## config.mk

```make
export PLATFORM = sky130hd
export DESIGN_NAME = shape_pair_overlap_test_unit
export DESIGN_NICKNAME = d
export VERILOG_FILES = /design/src/rtl/spot_pkg.sv /design/src/rtl/spot_decode.sv /design/src/rtl/spot_delta.sv /design/src/rtl/spot_square.sv /design/src/rtl/shape_pair_overlap_test_unit.sv
export SDC_FILE = /design/constraint.sdc
export NUM_CORES = 2
export LEC_CHECK = 0
export BUFFER_PORTS_ARGS = -buffer_cell sky130_fd_sc_hd__buf_2
export CAP_MARGIN = 20
export CORE_MARGIN = 1
export CORE_UTILIZATION = 50
export DETAILED_ROUTE_END_ITERATION = 16
export PLACE_DENSITY = 0.71
export SKIP_CTS_REPAIR_TIMING = 1
export SYNTH_ARGS = -nofsm -noshare
export SYNTH_HDL_FRONTEND = slang
export SYNTH_SLANG_ARGS = --single-unit
```

## constraint.sdc

```tcl
create_clock -name clk_i -period 13.2 [get_ports clk_i]
set_input_delay 0.66 -clock clk_i [delete_from_list [all_inputs] [get_ports clk_i]]
set_output_delay 0.66 -clock clk_i [all_outputs]
set_load 0.05 [all_outputs]
```

## src/rtl/spot_pkg.sv

```systemverilog
// Shared types and constants for the shape pair overlap test unit.
`default_nettype none

package spot_pkg;

  // Shape kind codes as they arrive on the input word.
  localparam logic [1:0] KIND_NONE   = 2'd0;
  localparam logic [1:0] KIND_CIRCLE = 2'd1;
  localparam logic [1:0] KIND_RECT   = 2'd2;

  // Which overlap test the pair needs.
  typedef enum logic [1:0] {
    MODE_NONE,
    MODE_CC,
    MODE_CR,
    MODE_RR
  } mode_e;

  // Lengths are held in 1/32 units: centers are 17-bit signed, half sizes
  // 16-bit unsigned, box edges 18-bit signed.
  typedef struct packed {
    mode_e              mode;
    logic signed [16:0] p_cx;
    logic signed [16:0] p_cy;
    logic signed [16:0] q_cx;
    logic signed [16:0] q_cy;
    logic        [15:0] p_hw;
    logic        [15:0] q_hw;
    logic signed [17:0] p_l;
    logic signed [17:0] p_r;
    logic signed [17:0] p_t;
    logic signed [17:0] p_b;
    logic signed [17:0] q_l;
    logic signed [17:0] q_r;
    logic signed [17:0] q_t;
    logic signed [17:0] q_b;
  } geom_t;

  typedef struct packed {
    mode_e              mode;
    logic signed [18:0] dx;
    logic signed [18:0] dy;
    logic        [16:0] rad;
    logic               rr_hit;
  } delta_t;

  // A circle center far outside a box gives a distance term of just under
  // 2^17, so its square fits in the 36-bit fields.
  typedef struct packed {
    mode_e       mode;
    logic [35:0] dx2;
    logic [35:0] dy2;
    logic [33:0] r2;
    logic        rr_hit;
  } square_t;

endpackage

`default_nettype wire

```

## src/rtl/spot_decode.sv

```systemverilog
// First stage logic: shape decode, ordering and box edges.
`default_nettype none

module spot_decode import spot_pkg::*; (
  input  wire logic [1:0]  a_kind_i,
  input  wire logic [15:0] a_x_i,
  input  wire logic [15:0] a_y_i,
  input  wire logic [14:0] a_size_w_i,
  input  wire logic [14:0] a_size_h_i,
  input  wire logic [1:0]  b_kind_i,
  input  wire logic [15:0] b_x_i,
  input  wire logic [15:0] b_y_i,
  input  wire logic [14:0] b_size_w_i,
  input  wire logic [14:0] b_size_h_i,
  input  wire logic        same_object_i,
  output geom_t            geom_o
);

  logic signed [16:0] a_cx, a_cy, b_cx, b_cy;
  logic        [15:0] a_hw, a_hh, b_hw, b_hh;
  logic signed [17:0] a_l, a_r, a_t, a_b, b_l, b_r, b_t, b_b;
  logic               a_ok, b_ok, swap;

  // A circle radius is doubled into 1/32 units; a full box size in 1/16
  // units already equals the half size in 1/32 units.
  always_comb begin
    a_cx = $signed({a_x_i, 1'b0});
    a_cy = $signed({a_y_i, 1'b0});
    b_cx = $signed({b_x_i, 1'b0});
    b_cy = $signed({b_y_i, 1'b0});
    if (a_kind_i == KIND_CIRCLE) begin
      a_hw = {a_size_w_i, 1'b0};
      a_hh = '0;
    end else begin
      a_hw = {1'b0, a_size_w_i};
      a_hh = {1'b0, a_size_h_i};
    end
    if (b_kind_i == KIND_CIRCLE) begin
      b_hw = {b_size_w_i, 1'b0};
      b_hh = '0;
    end else begin
      b_hw = {1'b0, b_size_w_i};
      b_hh = {1'b0, b_size_h_i};
    end
    a_l = {a_cx[16], a_cx} - $signed({2'b00, a_hw});
    a_r = {a_cx[16], a_cx} + $signed({2'b00, a_hw});
    a_t = {a_cy[16], a_cy} - $signed({2'b00, a_hh});
    a_b = {a_cy[16], a_cy} + $signed({2'b00, a_hh});
    b_l = {b_cx[16], b_cx} - $signed({2'b00, b_hw});
    b_r = {b_cx[16], b_cx} + $signed({2'b00, b_hw});
    b_t = {b_cy[16], b_cy} - $signed({2'b00, b_hh});
    b_b = {b_cy[16], b_cy} + $signed({2'b00, b_hh});
  end

  always_comb begin
    a_ok = (a_kind_i == KIND_CIRCLE) || (a_kind_i == KIND_RECT);
    b_ok = (b_kind_i == KIND_CIRCLE) || (b_kind_i == KIND_RECT);
    // In a mixed pair the circle always goes to the p side.
    swap = (a_kind_i == KIND_RECT) && (b_kind_i == KIND_CIRCLE);

    if (same_object_i || !a_ok || !b_ok) begin
      geom_o.mode = MODE_NONE;
    end else if (a_kind_i == b_kind_i) begin
      geom_o.mode = (a_kind_i == KIND_CIRCLE) ? MODE_CC : MODE_RR;
    end else begin
      geom_o.mode = MODE_CR;
    end

    if (swap) begin
      geom_o.p_cx = b_cx;  geom_o.p_cy = b_cy;  geom_o.p_hw = b_hw;
      geom_o.q_cx = a_cx;  geom_o.q_cy = a_cy;  geom_o.q_hw = a_hw;
      geom_o.p_l  = b_l;   geom_o.p_r  = b_r;   geom_o.p_t  = b_t;  geom_o.p_b = b_b;
      geom_o.q_l  = a_l;   geom_o.q_r  = a_r;   geom_o.q_t  = a_t;  geom_o.q_b = a_b;
    end else begin
      geom_o.p_cx = a_cx;  geom_o.p_cy = a_cy;  geom_o.p_hw = a_hw;
      geom_o.q_cx = b_cx;  geom_o.q_cy = b_cy;  geom_o.q_hw = b_hw;
      geom_o.p_l  = a_l;   geom_o.p_r  = a_r;   geom_o.p_t  = a_t;  geom_o.p_b = a_b;
      geom_o.q_l  = b_l;   geom_o.q_r  = b_r;   geom_o.q_t  = b_t;  geom_o.q_b = b_b;
    end
  end

endmodule

`default_nettype wire

```

## src/rtl/spot_delta.sv

```systemverilog
// Second stage logic: distance terms, clamping and the box-box test.
`default_nettype none

module spot_delta import spot_pkg::*; (
  input  wire geom_t geom_i,
  output delta_t     delta_o
);

  logic signed [18:0] pcx, pcy, qcx, qcy;
  logic signed [18:0] ql, qr, qt, qb;
  logic signed [18:0] cr_dx, cr_dy;

  always_comb begin
    pcx = {{2{geom_i.p_cx[16]}}, geom_i.p_cx};
    pcy = {{2{geom_i.p_cy[16]}}, geom_i.p_cy};
    qcx = {{2{geom_i.q_cx[16]}}, geom_i.q_cx};
    qcy = {{2{geom_i.q_cy[16]}}, geom_i.q_cy};
    ql  = {geom_i.q_l[17], geom_i.q_l};
    qr  = {geom_i.q_r[17], geom_i.q_r};
    qt  = {geom_i.q_t[17], geom_i.q_t};
    qb  = {geom_i.q_b[17], geom_i.q_b};

    // Distance from the circle center to the closest point of the box.
    if (pcx < ql) begin
      cr_dx = pcx - ql;
    end else if (pcx > qr) begin
      cr_dx = pcx - qr;
    end else begin
      cr_dx = '0;
    end
    if (pcy < qt) begin
      cr_dy = pcy - qt;
    end else if (pcy > qb) begin
      cr_dy = pcy - qb;
    end else begin
      cr_dy = '0;
    end

    delta_o.mode   = geom_i.mode;
    delta_o.rr_hit = (geom_i.p_r >= geom_i.q_l) && (geom_i.p_l <= geom_i.q_r) &&
                     (geom_i.p_b >= geom_i.q_t) && (geom_i.p_t <= geom_i.q_b);
    if (geom_i.mode == MODE_CR) begin
      delta_o.dx  = cr_dx;
      delta_o.dy  = cr_dy;
      delta_o.rad = {1'b0, geom_i.p_hw};
    end else begin
      delta_o.dx  = qcx - pcx;
      delta_o.dy  = qcy - pcy;
      delta_o.rad = {1'b0, geom_i.p_hw} + {1'b0, geom_i.q_hw};
    end
  end

endmodule

`default_nettype wire

```

## src/rtl/spot_square.sv

```systemverilog
// Third stage logic: squares of the distance terms and the radius.
`default_nettype none

module spot_square import spot_pkg::*; (
  input  wire delta_t delta_i,
  output square_t     square_o
);

  logic signed [37:0] sq_x, sq_y;
  logic        [33:0] sq_r;

  always_comb begin
    sq_x = delta_i.dx * delta_i.dx;
    sq_y = delta_i.dy * delta_i.dy;
    sq_r = delta_i.rad * delta_i.rad;
    square_o.mode   = delta_i.mode;
    square_o.rr_hit = delta_i.rr_hit;
    square_o.dx2    = sq_x[35:0];
    square_o.dy2    = sq_y[35:0];
    square_o.r2     = sq_r;
  end

endmodule

`default_nettype wire

```

## src/rtl/shape_pair_overlap_test_unit.sv

```systemverilog
// Shape pair overlap test unit: circle and box collision flag, four-stage pipeline.
// Throughput is one word per cycle while the output is not stalled; each stage
// has its own valid bit, so a stall on the output only holds the stages that
// are full and bubbles close up behind it.
// Reset clears all valid bits; payload registers are not reset.
`default_nettype none

module shape_pair_overlap_test_unit import spot_pkg::*; (
  input  wire logic        clk_i,
  input  wire logic        rst_ni,
  input  wire logic        in_valid_i,
  output logic             in_stall_o,
  input  wire logic [1:0]  a_kind_i,
  input  wire logic [15:0] a_x_i,
  input  wire logic [15:0] a_y_i,
  input  wire logic [14:0] a_size_w_i,
  input  wire logic [14:0] a_size_h_i,
  input  wire logic [1:0]  b_kind_i,
  input  wire logic [15:0] b_x_i,
  input  wire logic [15:0] b_y_i,
  input  wire logic [14:0] b_size_w_i,
  input  wire logic [14:0] b_size_h_i,
  input  wire logic        same_object_i,
  output logic             out_valid_o,
  input  wire logic        out_stall_i,
  output logic             hit_o
);

  // Stage 1 holds decoded geometry with box edges, stage 2 the distance terms,
  // stage 3 the squares, and stage 4 the final compare, which is the output word.
  geom_t   geom_d,   geom_q;
  delta_t  delta_d,  delta_q;
  square_t square_d, square_q;
  logic    hit_d,    hit_q;

  logic v1_q, v2_q, v3_q, v4_q;
  logic rdy1, rdy2, rdy3, rdy4;

  // The sum of two 36-bit squares needs one more bit.
  logic [36:0] dist2;
  logic [36:0] lim2;

  spot_decode u_decode (
    .a_kind_i      (a_kind_i),
    .a_x_i         (a_x_i),
    .a_y_i         (a_y_i),
    .a_size_w_i    (a_size_w_i),
    .a_size_h_i    (a_size_h_i),
    .b_kind_i      (b_kind_i),
    .b_x_i         (b_x_i),
    .b_y_i         (b_y_i),
    .b_size_w_i    (b_size_w_i),
    .b_size_h_i    (b_size_h_i),
    .same_object_i (same_object_i),
    .geom_o        (geom_d)
  );

  spot_delta u_delta (
    .geom_i  (geom_q),
    .delta_o (delta_d)
  );

  spot_square u_square (
    .delta_i  (delta_q),
    .square_o (square_d)
  );

  // The final compare is inclusive: touching shapes count as a hit.
  always_comb begin
    dist2 = {1'b0, square_q.dx2} + {1'b0, square_q.dy2};
    lim2  = {3'b000, square_q.r2};
    unique case (square_q.mode)
      MODE_NONE: hit_d = 1'b0;
      MODE_RR:   hit_d = square_q.rr_hit;
      MODE_CC,
      MODE_CR:   hit_d = (dist2 <= lim2);
      default:   hit_d = 1'b0;
    endcase
  end

  // A stage can take a new word when it is empty or its word moves on.
  always_comb begin
    rdy4 = !v4_q || !out_stall_i;
    rdy3 = !v3_q || rdy4;
    rdy2 = !v2_q || rdy3;
    rdy1 = !v1_q || rdy2;
  end

  assign in_stall_o  = !rdy1;
  assign out_valid_o = v4_q;
  assign hit_o       = hit_q;

  always_ff @(posedge clk_i or negedge rst_ni) begin
    if (!rst_ni) begin
      v1_q <= 1'b0;
      v2_q <= 1'b0;
      v3_q <= 1'b0;
      v4_q <= 1'b0;
    end else begin
      if (rdy1) v1_q <= in_valid_i;
      if (rdy2) v2_q <= v1_q;
      if (rdy3) v3_q <= v2_q;
      if (rdy4) v4_q <= v3_q;
    end
  end

  always_ff @(posedge clk_i) begin
    if (rdy1 && in_valid_i) geom_q   <= geom_d;
    if (rdy2 && v1_q)       delta_q  <= delta_d;
    if (rdy3 && v2_q)       square_q <= square_d;
    if (rdy4 && v3_q)       hit_q    <= hit_d;
  end

endmodule

`default_nettype wire

```

; ---- Word level (Yosys, flattened, before mapping)
; Index checks and enable logic that the tools add are counted.
[classes]
addsub = 16
n_mul = 3
n_lt_le_gt_ge = 9
eq_ne = 9
n_mux = 13
bitwise = 1
n_reduce_logical = 27
[ops]
columns = operator, n
row1 = $mux 244, 1
row2 = $mux 19, 4
row3 = $sub 17x18->19, 4
row4 = $mul 19x19->36, 2
row5 = $sub 17x17->18, 4
row6 = $mux 55, 1
row7 = $add 36x36->37, 1
row8 = $le 37x34->1, 1
row9 = $add 17x16->18, 2
row10 = $add 17x17->18, 2
row11 = $ge 18x18->1, 2
row12 = $gt 17x18->1, 2
row13 = $le 18x18->1, 2
row14 = $lt 17x18->1, 2
row15 = $sub 17x16->18, 2
row16 = $mul 17x17->34, 1
row17 = $mux 16, 2
row18 = $mux 15, 2
row19 = $add 16x16->17, 1
row20 = $eq 2x2->1 const B, 5
row21 = $logic_and 1x1->1, 8
row22 = $logic_not 1->1, 8
row23 = $logic_or 1x1->1, 8
row24 = $eq 2x1->1 const B, 3
row25 = other kinds (6), 8
[totals]
ff_bits = 418
inputBits = 133
out_inout_bits = 3
elab_cells = 110

; ---- Logic depth before layout (Yosys ltp)
[logic_depth]
depth_word = 6
mapped_depth = 26
depth_no_buf = 24

; ---- Modules after synthesis
; A second synthesis with hierarchy kept.
[hier_totals]
cells_unflattened = 6900
hier_area_um2 = 64702.1
[modules_own_cells]
columns = mod, n_inst, cells_per_inst, area_per_inst_um2, seq_area_each_um2
row1 = spot_square, 1, 3426, 31727.9, 0.0
row2 = shape_pair_overlap_test_unit, 1, 810, 15364.7, 12532.0
row3 = spot_decode, 1, 1450, 9067.4, 0.0
row4 = spot_delta, 1, 1214, 8541.9, 0.0

; ---- Least setup slack after synthesis
; No wires, ideal clock.
[synth_path]
kind = reg2reg
from = register delta_q[52] (netlist bit)
to = register square_q[105] (netlist bit) (data pin)
setup_time_ns = 0.263
arrival_ns = 6.762
required_time_ns = 12.937
slack_ns = 6.175
path_stages_with_launch = 25
path_buffers = 2
synth_period_minus_slack_ns = 7.025
path_cell_list = edfxtp_1 > clkbuf_1 > clkbuf_1 > nand2_1 > fa_1 > inv_1 > fa_1 > inv_1 > fa_1 > inv_1 > fa_1 > fa_1 > fa_1 > fa_1 > ha_1 > a21o_1 > a21o_1 > a221o_1 > a221oi_2 > a21boi_1 > o21ai_1 > a21boi_1 > o211a_1 > a311oi_1 > xnor2_1
[synth_rtl]
columns = item, line_no
row1 = "start, declared", shape_pair_overlap_test_unit.sv:32  ; delta_t delta_d, delta_q;
row2 = "start signal, assigned", shape_pair_overlap_test_unit.sv:109  ; if (rdy2 && v1_q) delta_q <= delta_d;
row3 = "end signal, assigned", shape_pair_overlap_test_unit.sv:110  ; if (rdy3 && v2_q) square_q <= square_d;
row4 = "end, declared", shape_pair_overlap_test_unit.sv:33  ; square_t square_d, square_q;

==> implementation parameters <==
Parameter                              Value

Synth
  Library cells used by synthesis ... 81
  Cell area after synthesis ... between 0.06 and 0.07 mm^2
  Number of cells produced by synthesis ... between 6000 and 7000
  Compound-Gate Fraction of Synth Area ... 0.1054
  Commonest cells in the netlist ... inv_1 (1343), fa_1 (847), ha_1 (725), nand2_1 (698), edfxtp_1 (401)
  Dominant combinational cell family by area after synthesis ... adder cells
  Most used DFF post-synth ... edfxtp_1
  Largest cells by area after synthesis ... fa_1 (27%), edfxtp_1 (19%), ha_1 (15%)
  Portion of synthesized cell area occupied by the leading cell type ... 0.2721
  Leading area contributor after synthesis ... fa_1
  Dominant cell by count in the synthesized netlist ... inv_1
  Post-synthesis xor/xnor area fraction ... 0.05257
  Synth Net Count ... slightly above 8000
  Number of flops mapped to enable cells by yosys ... 401
  Sequential cell area fraction in the yosys report ... 0.1948
  Total of flip-flops plus latches after synthesis ... 405
  Portion of netlist area occupied by mux cells ... 0.01952
  Fraction of the mapped netlist area in simple logic gates ... 0.1176
  Number of warnings printed during yosys synthesis ... 0
  Synthesized area divided by synthesized cell count ... 9.444 um^2
  Adder and majority gate portion of the synthesized area ... 0.4177
  Post-synth ARST share ... 0.009877

Clocking
  Clock sink count ... just over 400
  TritonCTS clock tree ... done
  Clock tree root buffer cell ... clkbuf_16
  Clock transition at the registers of the reported paths ... about 0.060 ns
  # H-tree levels ... 2
  Largest buffer count on any clock path ... 3
  Total clock buffers created by CTS ... 47
  Clock latency of the later-clocked register in the worst-skew pair ... roughly 0.61 ns

GRT
  Total overflow reported by the global router ... 0
  Vias in the first global route ... 46830
  Met3 routing resource usage after global routing ... 0.02303
  Global-route wire length before repair ... between 200000 and 250000 um
  Grt met2 use ... 0.4119
  Global routing usage summed across all routing layers ... 0.2395
  Global Route met1 Usage ... 0.3133
  Routing layer with the top usage in global route ... met2
  Initial antenna violation count ... 9
  Maximum number of pins on one net before global-route repair ... 182

Timing
  Total negative setup slack ... 0 ns
  Final setup skew ... approximately 0.018 ns
  Fin crit period ... 7.595 ns
  RSZ-0062 raised after global routing ... no
  Hold Violations, Final ... 0
  Final Max Tran Viols ... 0
  Tightest slew margin relative to the limit ... 0.3124
  Fmax ... between 100 and 150 MHz
  Worst Tran Pin Value ... approximately 1.0 ns
  Share of the clock period used by the worst path after layout ... 0.5754
  Number of setup violations in the final report ... 0

Critical path
  Kind of critical path ... register to register
  Required time of the critical path ... 13.55 ns
  Gate family responsible for the most delay along the worst path ... adder cells
  Arrival @ worst endpoint ... between 7 and 8 ns
  Buf+Inv Stages, Crit Path ... 3
  Critical path peak fanout ... 17
  Critical path launch point type ... register
  Library cell contributing the largest single delay on the critical path ... edfxtp_1
  Library cell appearing most often on the critical path ... fa_1
  Critical path capture point type ... register
  Critical path, cell by cell ... inv_1, nor2_1, fa_1, fa_1, inv_1, fa_1, inv_1, fa_1, fa_1, fa_1, fa_1, ha_1, a21o_1, a21o_1, a221o_1, a221oi_2, a21boi_1, o21ai_1, a21boi_1, o211a_1, a311oi_1, xnor2_1
  Maximum single-stage delay on the critical path ... about 0.8 ns

Die
  Starting density of the core ... 0.5040
  X dimension of the die ... roughly 360 um
  Boundary pin count ... roughly 140
  Height of the die ... 355.0 um
  Core box area ... around 0.12 mm^2
  Standard-cell row count ... around 130
  Floorplan die area ... ~0.13 mm^2

Cells and area
  Share of final-layout standard cells stronger than drive strength 1 ... 0.04525
  Area grow syn2layout ... 6.004%
  Post-layout util ... 0.5343
  Filler cells ... 11150
  Number of nets in the finished design ... ~8300

Hold path
  Classification of the worst-slack hold path ... input port to register

Placement
  Placed wire-length estimate ... around 120000 um
  Count of buffers from port buffering ... between 100 and 150
  Placer's final routability congestion estimate ... between 0.9 and 1

Status
  Result of the run ... completed

Drt
  Total number of vias ... 44700
  Total DRC errors in the routed layout ... 0
  First-pass iteration count of the detailed router ... 8
  1st-iter DRT viols ... 2696
  Total wire length after detailed routing ... about 150000 um
  Antenna violation net count after detailed routing ... 0
  Via-to-Cell Ratio ... 5.390
  Wire length per cell after detailed routing ... roughly 18 um

Flow run
  Max capacitance violation total ... 0
-- cell type report --
class | count | area, um^2 | area share
multi-input cells | 4660 | 44440 | 0.6728
flip-flops and latches | 405 | 12140 | 0.1838
inverters | 1344 | 5045 | 0.07637
well taps | 1637 | 2048 | 0.03101
clock buffers | 57 | 1235 | 0.01870
repair buffers | 159 | 870.8 | 0.01318
clock inverters | 27 | 267.8 | 0.004054
diodes | 3 | 7.507 | 0.0001137
-- registers in the layout, indices dropped and copies added, names as in the netlist --
| register | cells |
|---|---|
| v3_q | 1 |
| delta_q | 58 |
| out_valid_o | 1 |
| lim2 | 33 |
| square_q | 73 |
| v1_q | 1 |
| v2_q | 1 |
| hit_o | 1 |
| geom_q | 236 |
-- placed cells by master (no fill, tap or decap), drive strengths merged, types with 12 or more instances in the layout --
cell type	synthesis	layout
mux2	28	28
o21bai	43	43
and2	164	164
ha	725	725
buf	26	158
or3	31	31
o31ai	20	20
nor3	78	78
or2	14	14
xor2	104	104
nand4	29	29
a311oi	17	17
nor2b	90	90
fa	847	847
nor2	295	295
a21boi	14	14
o211ai	23	23
a31oi	27	27
mux2i	90	90
xnor2	270	270
a31o	12	12
a211oi	40	40
nand2b	92	92
edfxtp	401	401
a21o	130	130
and3	20	20
inv	1343	1346
a221oi	20	20
o21ai	186	186
nand3	49	49
clkinv	1	18
a21oi	327	327
nand2	698	698
clkbuf	163	57
o21a	44	44
-- cells by family (layout without fill, tap and decap cells) --
logic type / after synthesis / in the layout
XOR/XNOR: 374 / 374
adder cells (fa/ha/maj): 1572 / 1572
buffers and inverters: 1533 / 1587
AND/OR/NAND/NOR: 1586 / 1586
other: 0 / 3
multiplexers: 118 / 118
AO/OA/AOI/OAI: 1010 / 1010
flip-flops: 405 / 405
-- routing by layer --
layer / share of wire / up-vias
met1: 0.43 / 21840
li1: - / 21330
met3: 0.047 / 278
met2: 0.49 / 1242
met4: 0.040 / 4
met5: 0.00020 / -
-- worst register-to-register path, cell delays in order (launching register included) --
cell      delay [ns]
edfxtp_1        0.81
inv_1           0.25
nor2_1          0.30
fa_1            0.49
fa_1            0.53
inv_1           0.05
fa_1            0.53
inv_1           0.06
fa_1            0.48
fa_1            0.45
fa_1            0.43
fa_1            0.41
ha_1            0.40
a21o_1          0.19
a21o_1          0.17
a221o_1         0.38
a221oi_2        0.28
a21boi_1        0.12
o21ai_1         0.18
a21boi_1        0.14
o211a_1         0.27
a311oi_1        0.31
xnor2_1         0.10
-- path summary, 6_finish.rpt --
| kind | startpoint | endpoint | slack [ns] | cells after the start |
|---|---|---|---|---|
| min | in_valid_i | v1_q | 0.26 | 2 |
| min in group asynchronous | rst_ni | v1_q | 0.39 | 2 |
| max reg2reg | delta_q[40] | square_q[105] | 5.60 | 22 |
| max | delta_q[40] | square_q[105] | 5.60 | 22 |
| min reg2reg | v3_q | out_valid_o | 0.47 | 1 |
| max in group asynchronous | rst_ni | out_valid_o | 12.69 | 2 |
-- metrics by stage --
| step | area, um^2 | setup slack, ns | hold slack, ns | cells |
|---|---|---|---|---|
| after CTS | 66040 | 5.589 | -0.1788 | 8288 |
| after floorplan | 62310 | 6.175 | 0.3644 | 6598 |
| after global placement | 64530 | 5.785 | 0.4411 | 8204 |
| after detailed placement | 64530 | 5.605 | 0.4622 | 8204 |
| after global routing | 66050 | 5.122 | 0.2494 | 8292 |
| final | 66050 | 5.605 | 0.2649 | 8292 |
Power is left out: the tool's default activity adds up to more than one toggle a clock period on the data nets, which glitch-free logic cannot reach.
